`src/rtl/ilir_pkg.sv`:
```
// Package for the indexed list: field widths, command and status codes,
// controller state type and the controller-to-datapath command struct.
// No dependencies.
package ilir_pkg;

  localparam int ILIR_DEPTH = 16;
  localparam int ILIR_WIDTH = 32;

  localparam int CMD_W   = 3;
  localparam int POS_W   = 4;
  localparam int VALUE_W = 32;
  localparam int STS_W   = 2;
  localparam int COUNT_W = 5;

  typedef enum logic [CMD_W-1:0] {
    CMD_APPEND   = 3'd0,
    CMD_INSERT   = 3'd1,
    CMD_REMOVE   = 3'd2,
    CMD_POP      = 3'd3,
    CMD_READ     = 3'd4,
    CMD_WRITE    = 3'd5
  } ilir_op_t;

  typedef enum logic [STS_W-1:0] {
    STS_OK    = 2'd0,
    STS_FULL  = 2'd1,
    STS_RANGE = 2'd2,
    STS_EMPTY = 2'd3
  } ilir_status_t;

  typedef enum logic {
    CTL_IDLE = 1'b0,
    CTL_EXEC = 1'b1
  } ilir_state_t;

  typedef struct packed {
    logic capture;
    logic commit;
  } ilir_cmd_t;

endpackage

```
`src/rtl/ilir_if.sv`:
```
// Valid/ready channel interfaces for the indexed list: command and result.
// Depends on ilir_pkg for the field widths.
interface ilir_req_if import ilir_pkg::*; ();
  logic               valid;
  logic               ready;
  logic [CMD_W-1:0]   command;
  logic [POS_W-1:0]   position;
  logic [VALUE_W-1:0] value;

  modport source (output valid, command, position, value, input ready);
  modport sink   (input valid, command, position, value, output ready);
endinterface

interface ilir_rsp_if import ilir_pkg::*; ();
  logic               valid;
  logic               ready;
  logic [VALUE_W-1:0] read_value;
  logic [STS_W-1:0]   status;
  logic [COUNT_W-1:0] count;

  modport source (output valid, read_value, status, count, input ready);
  modport sink   (input valid, read_value, status, count, output ready);
endinterface

```
`src/rtl/ilir_ctrl.sv`:
```
// Controller for the indexed list: takes a command, schedules its commit
// and owns the result valid flag. Depends on ilir_pkg.
module ilir_ctrl import ilir_pkg::*; (
  input  logic      clk,
  input  logic      rst,
  input  logic      req_valid,
  output logic      req_ready,
  output logic      rsp_valid,
  input  logic      rsp_ready,
  output ilir_cmd_t cmd
);

  ilir_state_t state, state_next;
  logic        out_valid, out_valid_next;
  logic        out_free;

  assign out_free = !out_valid || rsp_ready;

  always_comb begin
    state_next = state;
    case (state)
      CTL_IDLE: begin
        if (req_valid) state_next = CTL_EXEC;
      end
      CTL_EXEC: begin
        if (out_free) state_next = CTL_IDLE;
      end
      default: state_next = CTL_IDLE;
    endcase
  end

  always_comb begin
    req_ready   = 1'b0;
    cmd.capture = 1'b0;
    cmd.commit  = 1'b0;
    case (state)
      CTL_IDLE: begin
        req_ready   = 1'b1;
        cmd.capture = req_valid;
      end
      CTL_EXEC: begin
        cmd.commit = out_free;
      end
      default: ;
    endcase
  end

  always_comb begin
    out_valid_next = out_valid;
    if (cmd.commit) out_valid_next = 1'b1;
    else if (rsp_ready) out_valid_next = 1'b0;
  end

  always_ff @(posedge clk) begin
    if (rst) begin
      state     <= CTL_IDLE;
      out_valid <= 1'b0;
    end else begin
      state     <= state_next;
      out_valid <= out_valid_next;
    end
  end

  assign rsp_valid = out_valid;

  a_commit_after_accept: assert property (@(posedge clk) disable iff (rst)
    (req_valid && req_ready) |=> (state == CTL_EXEC))
    else $error("command not followed by execute");

  a_no_overwrite: assert property (@(posedge clk) disable iff (rst)
    (rsp_valid && !rsp_ready) |-> !cmd.commit)
    else $error("commit over a pending result");

  a_commit_sets_valid: assert property (@(posedge clk) disable iff (rst)
    cmd.commit |=> rsp_valid)
    else $error("result valid missing after commit");

endmodule

```
`src/rtl/ilir_dp.sv`:
```
// Datapath for the indexed list: entry registers with parallel shift, fill
// count, command decode and the result register. Depends on ilir_pkg.
module ilir_dp import ilir_pkg::*; #(
  parameter int DEPTH = ILIR_DEPTH,
  parameter int WIDTH = ILIR_WIDTH
) (
  input  logic               clk,
  input  logic               rst,
  input  ilir_cmd_t          cmd,
  input  logic [CMD_W-1:0]   command,
  input  logic [POS_W-1:0]   position,
  input  logic [VALUE_W-1:0] value,
  output logic [VALUE_W-1:0] read_value,
  output logic [STS_W-1:0]   status,
  output logic [COUNT_W-1:0] count
);

  localparam int CW   = $clog2(DEPTH + 1);
  localparam int CMPW = (CW > POS_W) ? CW : POS_W;
  localparam int RD_N = (DEPTH < (1 << POS_W)) ? DEPTH : (1 << POS_W);

  logic [CMD_W-1:0]   cmd_q;
  logic [POS_W-1:0]   pos_q;
  logic [WIDTH-1:0]   val_q;
  logic [WIDTH-1:0]   entries [DEPTH];
  logic [WIDTH-1:0]   entries_next [DEPTH];
  logic [WIDTH-1:0]   prev_e [DEPTH];
  logic [WIDTH-1:0]   nxt_e [DEPTH];
  logic [CW-1:0]      fill_count, fill_count_next;
  logic [VALUE_W-1:0] rd_q;
  ilir_status_t       sts_q;
  logic [COUNT_W-1:0] count_q;

  logic               is_empty, is_full, out_range;
  logic [CMPW-1:0]    pos_ext, cnt_ext;
  logic               do_app, do_ins, do_rem, do_pop, do_rd, do_wr;
  ilir_status_t       sts;
  logic [WIDTH-1:0]   rd_entry;
  logic [63:0]        rd_wide;

  always_ff @(posedge clk) begin
    if (cmd.capture) begin
      cmd_q <= command;
      pos_q <= position;
      val_q <= WIDTH'(64'(value));
    end
  end

  assign pos_ext   = CMPW'(pos_q);
  assign cnt_ext   = CMPW'(fill_count);
  assign is_empty  = (fill_count == '0);
  assign is_full   = (fill_count == CW'(DEPTH));
  assign out_range = (pos_ext >= cnt_ext);

  always_comb begin
    sts    = STS_OK;
    do_app = 1'b0;
    do_ins = 1'b0;
    do_rem = 1'b0;
    do_pop = 1'b0;
    do_rd  = 1'b0;
    do_wr  = 1'b0;
    case (cmd_q)
      CMD_APPEND: begin
        if (is_full) sts = STS_FULL;
        else do_app = 1'b1;
      end
      CMD_INSERT: begin
        if (is_full) sts = STS_FULL;
        else if (out_range) sts = STS_RANGE;
        else do_ins = 1'b1;
      end
      CMD_REMOVE: begin
        if (is_empty) sts = STS_EMPTY;
        else if (out_range) sts = STS_RANGE;
        else do_rem = 1'b1;
      end
      CMD_POP: begin
        if (is_empty) sts = STS_EMPTY;
        else do_pop = 1'b1;
      end
      CMD_READ: begin
        if (is_empty) sts = STS_EMPTY;
        else if (out_range) sts = STS_RANGE;
        else do_rd = 1'b1;
      end
      CMD_WRITE: begin
        if (is_empty) sts = STS_EMPTY;
        else if (out_range) sts = STS_RANGE;
        else do_wr = 1'b1;
      end
      default: ;
    endcase
  end

  always_comb begin
    fill_count_next = fill_count;
    if (do_app || do_ins) fill_count_next = fill_count + CW'(1);
    else if (do_rem || do_pop) fill_count_next = fill_count - CW'(1);
  end

  always_comb begin
    prev_e[0]       = entries[0];
    nxt_e[DEPTH-1]  = entries[DEPTH-1];
    for (int i = 1; i < DEPTH; i++) prev_e[i] = entries[i-1];
    for (int i = 0; i < DEPTH - 1; i++) nxt_e[i] = entries[i+1];
  end

  always_comb begin
    for (int i = 0; i < DEPTH; i++) begin
      entries_next[i] = entries[i];
      if (do_app && (cnt_ext == CMPW'(i))) entries_next[i] = val_q;
      if (do_ins) begin
        if (pos_ext == CMPW'(i)) entries_next[i] = val_q;
        else if ((CMPW'(i) > pos_ext) && (CMPW'(i) <= cnt_ext)) entries_next[i] = prev_e[i];
      end
      if (do_rem && (CMPW'(i) >= pos_ext) && (CMPW'(i) + CMPW'(1) < cnt_ext))
        entries_next[i] = nxt_e[i];
      if (do_wr && (pos_ext == CMPW'(i))) entries_next[i] = val_q;
    end
  end

  always_comb begin
    rd_entry = '0;
    for (int i = 0; i < RD_N; i++) begin
      if (pos_q == POS_W'(i)) rd_entry = entries[i];
    end
  end

  assign rd_wide = 64'(rd_entry);

  always_ff @(posedge clk) begin
    if (cmd.commit) begin
      for (int i = 0; i < DEPTH; i++) entries[i] <= entries_next[i];
      rd_q    <= do_rd ? rd_wide[VALUE_W-1:0] : '0;
      sts_q   <= sts;
      count_q <= COUNT_W'(fill_count_next);
    end
  end

  always_ff @(posedge clk) begin
    if (rst) begin
      fill_count <= '0;
    end else if (cmd.commit) begin
      fill_count <= fill_count_next;
    end
  end

  assign read_value = rd_q;
  assign status     = sts_q;
  assign count      = count_q;

  a_count_bound: assert property (@(posedge clk) disable iff (rst)
    fill_count <= CW'(DEPTH))
    else $error("fill count above depth");

  a_count_idle: assert property (@(posedge clk) disable iff (rst)
    !cmd.commit |=> $stable(fill_count))
    else $error("fill count moved without commit");

  a_fail_holds: assert property (@(posedge clk) disable iff (rst)
    (cmd.commit && (sts != STS_OK)) |=> (fill_count == $past(fill_count)))
    else $error("failed command changed fill count");

  a_result_count: assert property (@(posedge clk) disable iff (rst)
    cmd.commit |=> (count == COUNT_W'(fill_count)))
    else $error("result count differs from fill count");

endmodule

```
`src/rtl/indexed_list_insert_remove.sv`:
```
// Top level of the indexed list: command channel in, result channel out.
// Depends on ilir_pkg, ilir_if, ilir_ctrl and ilir_dp.
//
//   channel  dir  payload                      transfer
//   req      in   command, position, value     req.valid && req.ready
//   rsp      out  read_value, status, count    rsp.valid && rsp.ready
//
// Each command is first registered, then decoded; the entries are shifted
// or written in parallel and the result register is loaded.
// The next command is taken while a result waits; its commit waits for
// the result register to free up. Reset empties the list.
module indexed_list_insert_remove import ilir_pkg::*; #(
  parameter int DEPTH = ILIR_DEPTH,
  parameter int WIDTH = ILIR_WIDTH
) (
  input logic       clk,
  input logic       rst,
  ilir_req_if.sink  req,
  ilir_rsp_if.source rsp
);

  ilir_cmd_t cmd;

  ilir_ctrl u_ctrl (
    .clk       (clk),
    .rst       (rst),
    .req_valid (req.valid),
    .req_ready (req.ready),
    .rsp_valid (rsp.valid),
    .rsp_ready (rsp.ready),
    .cmd       (cmd)
  );

  ilir_dp #(
    .DEPTH (DEPTH),
    .WIDTH (WIDTH)
  ) u_dp (
    .clk        (clk),
    .rst        (rst),
    .cmd        (cmd),
    .command    (req.command),
    .position   (req.position),
    .value      (req.value),
    .read_value (rsp.read_value),
    .status     (rsp.status),
    .count      (rsp.count)
  );

endmodule

```
`src/flat_wrapper.sv`:
```
// flat-port wrapper written by rule: the top's interface ports become plain ports
module indexed_list_insert_remove_flat import ilir_pkg::*;
#(
  parameter int DEPTH = ILIR_DEPTH,
  parameter int WIDTH = ILIR_WIDTH
)
  (clk, rst, req_valid, req_command, req_position, req_value, req_ready, rsp_valid, rsp_read_value, rsp_status, rsp_count, rsp_ready);
  ilir_req_if req_i ();
  ilir_rsp_if rsp_i ();
  input logic clk;
  input logic rst;
  input wire logic [$bits(req_i.valid)-1:0] req_valid;
  input wire logic [$bits(req_i.command)-1:0] req_command;
  input wire logic [$bits(req_i.position)-1:0] req_position;
  input wire logic [$bits(req_i.value)-1:0] req_value;
  output wire logic [$bits(req_i.ready)-1:0] req_ready;
  output wire logic [$bits(rsp_i.valid)-1:0] rsp_valid;
  output wire logic [$bits(rsp_i.read_value)-1:0] rsp_read_value;
  output wire logic [$bits(rsp_i.status)-1:0] rsp_status;
  output wire logic [$bits(rsp_i.count)-1:0] rsp_count;
  input wire logic [$bits(rsp_i.ready)-1:0] rsp_ready;
  assign req_i.valid = req_valid;
  assign req_i.command = req_command;
  assign req_i.position = req_position;
  assign req_i.value = req_value;
  assign req_ready = req_i.ready;
  assign rsp_valid = rsp_i.valid;
  assign rsp_read_value = rsp_i.read_value;
  assign rsp_status = rsp_i.status;
  assign rsp_count = rsp_i.count;
  assign rsp_i.ready = rsp_ready;
  indexed_list_insert_remove #(.DEPTH(DEPTH), .WIDTH(WIDTH)) u_core (.clk(clk), .rst(rst), .req(req_i), .rsp(rsp_i));
endmodule
```
`config.mk`:
```
export PLATFORM = sky130hd
export DESIGN_NAME = indexed_list_insert_remove_flat
export DESIGN_NICKNAME = d
export VERILOG_FILES = /design/src/rtl/ilir_pkg.sv /design/src/rtl/ilir_if.sv /design/src/rtl/ilir_ctrl.sv /design/src/rtl/ilir_dp.sv /design/src/rtl/indexed_list_insert_remove.sv /design/src/flat_wrapper.sv
export SDC_FILE = /design/constraint.sdc
export NUM_CORES = 2
export LEC_CHECK = 0
export BUFFER_PORTS_ARGS = -buffer_cell sky130_fd_sc_hd__buf_2
export CORE_MARGIN = 3
export CORE_UTILIZATION = 38
export CTS_CLUSTER_DIAMETER = 40
export DETAILED_ROUTE_END_ITERATION = 10
export PLACE_DENSITY = 0.55
export SYNTH_ARGS = -nofsm -noshare
export SYNTH_HDL_FRONTEND = slang
export SYNTH_SLANG_ARGS = --single-unit
```
`constraint.sdc`:
```
create_clock -name clk -period 20.9 [get_ports clk]
set_input_delay 2.09 -clock clk [delete_from_list [all_inputs] [get_ports clk]]
set_output_delay 2.09 -clock clk [all_outputs]
set_load 0.01 [all_outputs]
```
==> flow_summary.json <==
{
  "power_switching_share": 0.283,
  "grt_pass1_vias": 44300,
  "crit_required_ps": 21250,
  "crit_start": "rsp_ready",
  "vias_per_cell": 6.89,
  "start_util": 0.383,
  "holdCritPathClass": "reg -> reg",
  "grt_pass1_wl_um": 303000,
  "netlist_top_cells_area": "edfxtp_1, nand2_1, mux2i_1, clkbuf_1, nor2_1",
  "root_buffer": "clkbuf_16",
  "ir_drop_mv": 0.0700,
  "yosysTopAreaCell": "edfxtp_1",
  "syn2layout_area_growth_pct": 12.9,
  "layout.nets": 5272,
  "placed_area_um2": 47500,
  "ctsResizeCount": 0,
  "fin_crit_sh": 0.233,
  "status": "complete, no violations",
  "r2r-end": "u_core.u_dp.entries[1][206]",
  "cts_buffers": 138,
  "gp_congestion": 0.893,
  "postCtsHoldBufs": 0,
  "period_minus_slack_ps": 4870,
  "intPower_mw": 2.98,
  "drt.antenna.violating_nets": 0,
  "fp.coreArea_um2": 120000,
  "vias": 47800,
  "seqPwrFrac": 0.363,
  "rrSetupSlack_ps": 16100,
  "path_common_cell": "buf_4",
  "synth_warnings": 0,
  "clk_pin_slew_worst_paths_ps": 50,
  "power.total_mw": 4.15,
  "final_area_um2": 52000,
  "fin_skew_ps": 33.3,
  "cp-end-kind": "flop",
  "final_util": 0.433,
  "syn_inst": 5536,
  "drtPass1Iterations": 8,
  "synth-seq-cells": 597,
  "rr_worst_depth": 9,
  "cts_tree": "built",
  "critPathMaxFanout": 92,
  "multiInputGateArea_um2": 25700,
  "p_clk_frac": 0.518,
  "yosys.area.top_type_share": 0.385,
  "slew_viol_final": 0,
  "syn_nets": 5588,
  "holdWs_ps": 500,
  "synth_area_um2": 46000,
  "async_flop_share": 0,
  "relSlewSlack": 0.111,
  "die_w_um": 354,
  "worstMarginPinSlew_ps": 1330,
  "cp_data_arrival_time_ps": 5220,
  "p_per_area_nw_per_um2": 79.8,
  "ff_latch_area_um2": 17900,
  "overflow": 0,
  "avgRoutedWirePerCell_um": 29.7,
  "drt_iter0_drc": 7222,
  "die_h_um": 354,
  "drcViolationCount": 0,
  "syn_area_per_cell_um2": 8.32,
  "switching_power_mw": 1.17,
  "rsz0062_at_grt": "false",
  "clkLatencyLatePin_ps": 750,
  "fillers": 11900,
  "critical_path.max_stage_delay_ps": 910,
  "grt_max_degree": 156,
  "drive_gt1_frac": 0.133,
  "num_rows": 127,
  "critPathKind": "in -> reg",
  "grt_usage": 0.313,
  "comb_power_share": 0.119,
  "h-tree-depth": 4,
  "crit_path_end": "u_core.u_dp.entries[1][218]",
  "critPathLaunchType": "input port",
  "cts_buffer_depth": 3,
  "rr_startpoint": "u_core.u_dp.pos_q[0]",
  "die-area_um2": 125000,
  "cts_sinks": 597,
  "max_freq_mhz": 205,
  "grt_antenna_before_repair": 5,
  "routed_wl_um": 206000,
  "ys_types": 87,
  "critPathSlowestCell": "buf_4",
  "place_hpwl_um": 122000,
  "synth_ff_type": "edfxtp_1",
  "post_cts_buffers": 0,
  "portBuffers": 83,
  "hold_violations": 0,
  "finalSetupViolCount": 0,
  "synth_edf_count": 590,
  "drv_cap": 0,
  "yosysSeqAreaShare": 0.388,
  "p_leak_nw": 17.7,
  "setup-tns-final_ps": 0,
  "antenna_cells": 0,
  "worstPathCellList": "buf_2, nand2b_1, nand2_1, inv_8, buf_4, buf_4",
  "ios": 84
}
## power by group through the flow
stage	sequential [mW]	combinational (mW)	clock [mW]
floorplan	1.52	0.316	0
global placement	1.52	0.467	0
detailed placement	1.52	0.473	0
CTS	1.50	0.475	2.16
global route	1.51	0.518	2.22
finish	1.51	0.492	2.15
## worst min path at each step
stage                            startpoint                       to  cells past startpoint
floorplan               u_core.u_ctrl.state      u_core.u_ctrl.state                      2
detailed placement  u_core.u_ctrl.rsp_valid  u_core.u_ctrl.rsp_valid                      2
global placement    u_core.u_ctrl.rsp_valid  u_core.u_ctrl.rsp_valid                      2
finish              u_core.u_ctrl.rsp_valid  u_core.u_ctrl.rsp_valid                      2
global route        u_core.u_ctrl.rsp_valid  u_core.u_ctrl.rsp_valid                      2
CTS                 u_core.u_ctrl.rsp_valid  u_core.u_ctrl.rsp_valid                      2
## flip-flops by register name (all words and copies together) (netlist names)
| name | cells |
|---|---|
| u_core.u_dp.read_value | 32 |
| u_core.u_dp.cnt_ext | 5 |
| u_core.u_ctrl.state | 1 |
| u_core.u_dp.entries | 512 |
| u_core.u_dp.cmd_q | 3 |
| u_core.u_dp.val_q | 32 |
| u_core.u_dp.pos_q | 4 |
| u_core.u_dp.count | 5 |
| u_core.u_ctrl.rsp_valid | 1 |
| u_core.u_dp.status | 2 |
## final cells by class
cell class	instances	area share
timing repair buffer	257	0.0341
tap	1612	0.0388
sequential	597	0.343
clock buffer	157	0.0698
inverter	30	0.00231
multi-input combinational	4196	0.495
clock inverter	92	0.0170
## metrics by stage
stage          cells  setup slack (ps)
2_1_floorplan   5536              7680
3_3_place_gp    6692             15370
3_5_place_dp    6692             15390
4_1_cts         6941             16140
5_1_grt         6941             15950
6_report        6941             16030
## synthesized netlist by cell type, types with 64 or more instances
master     instances
a211oi_1          91
a21oi_1          384
a22oi_1          164
a2bb2oi_1         68
a31oi_1          201
buf_2             76
clkbuf_1         583
edfxtp_1         590
mux2i_1          225
nand2_1          715
nand3_1           70
nor2_1           556
nor3_1           140
o21ai_0          304
o221a_2           92
o221ai_1         104
o22a_1            64
o22ai_1          320
## layer usage
layer  GRT usage  vias to the layer above  part of all wire
met1       0.428                    23000              0.40
met4       0.146                        6             0.044
met5           0                        -           0.00016
met2       0.471                     3571              0.43
li1            -                    20600                 -
met3      0.0708                      615              0.12
## kinds of logic after synthesis
group                      synth area share
buffers and inverters                0.0633
xor gates and xnor gates           0.000951
AOI/OAI and AO/OA                     0.316
and+or+nand+nor                       0.171
muxes                                0.0589
adders and majority gates           0.00245
DFF                                   0.388
## critical path, delay by kind of cell
kind          cells  cell delay, ps
simple gates      2             400
buf+inv           4            2470
## cells in the final DEF, fill, tap and decap left out, types with 67 or more instances in the layout
master	count
nor2_1	547
buf_2	83
clkbuf_16	143
a21oi_1	380
nor3_1	135
buf_4	170
edfxtp_1	590
mux2i_1	225
a22oi_1	163
o22ai_1	319
a211oi_1	91
a2bb2oi_1	67
o221ai_1	104
o21ai_0	304
a31oi_1	200
o221a_2	92
nand2_1	705
Power figures use the tool's default switching activity.
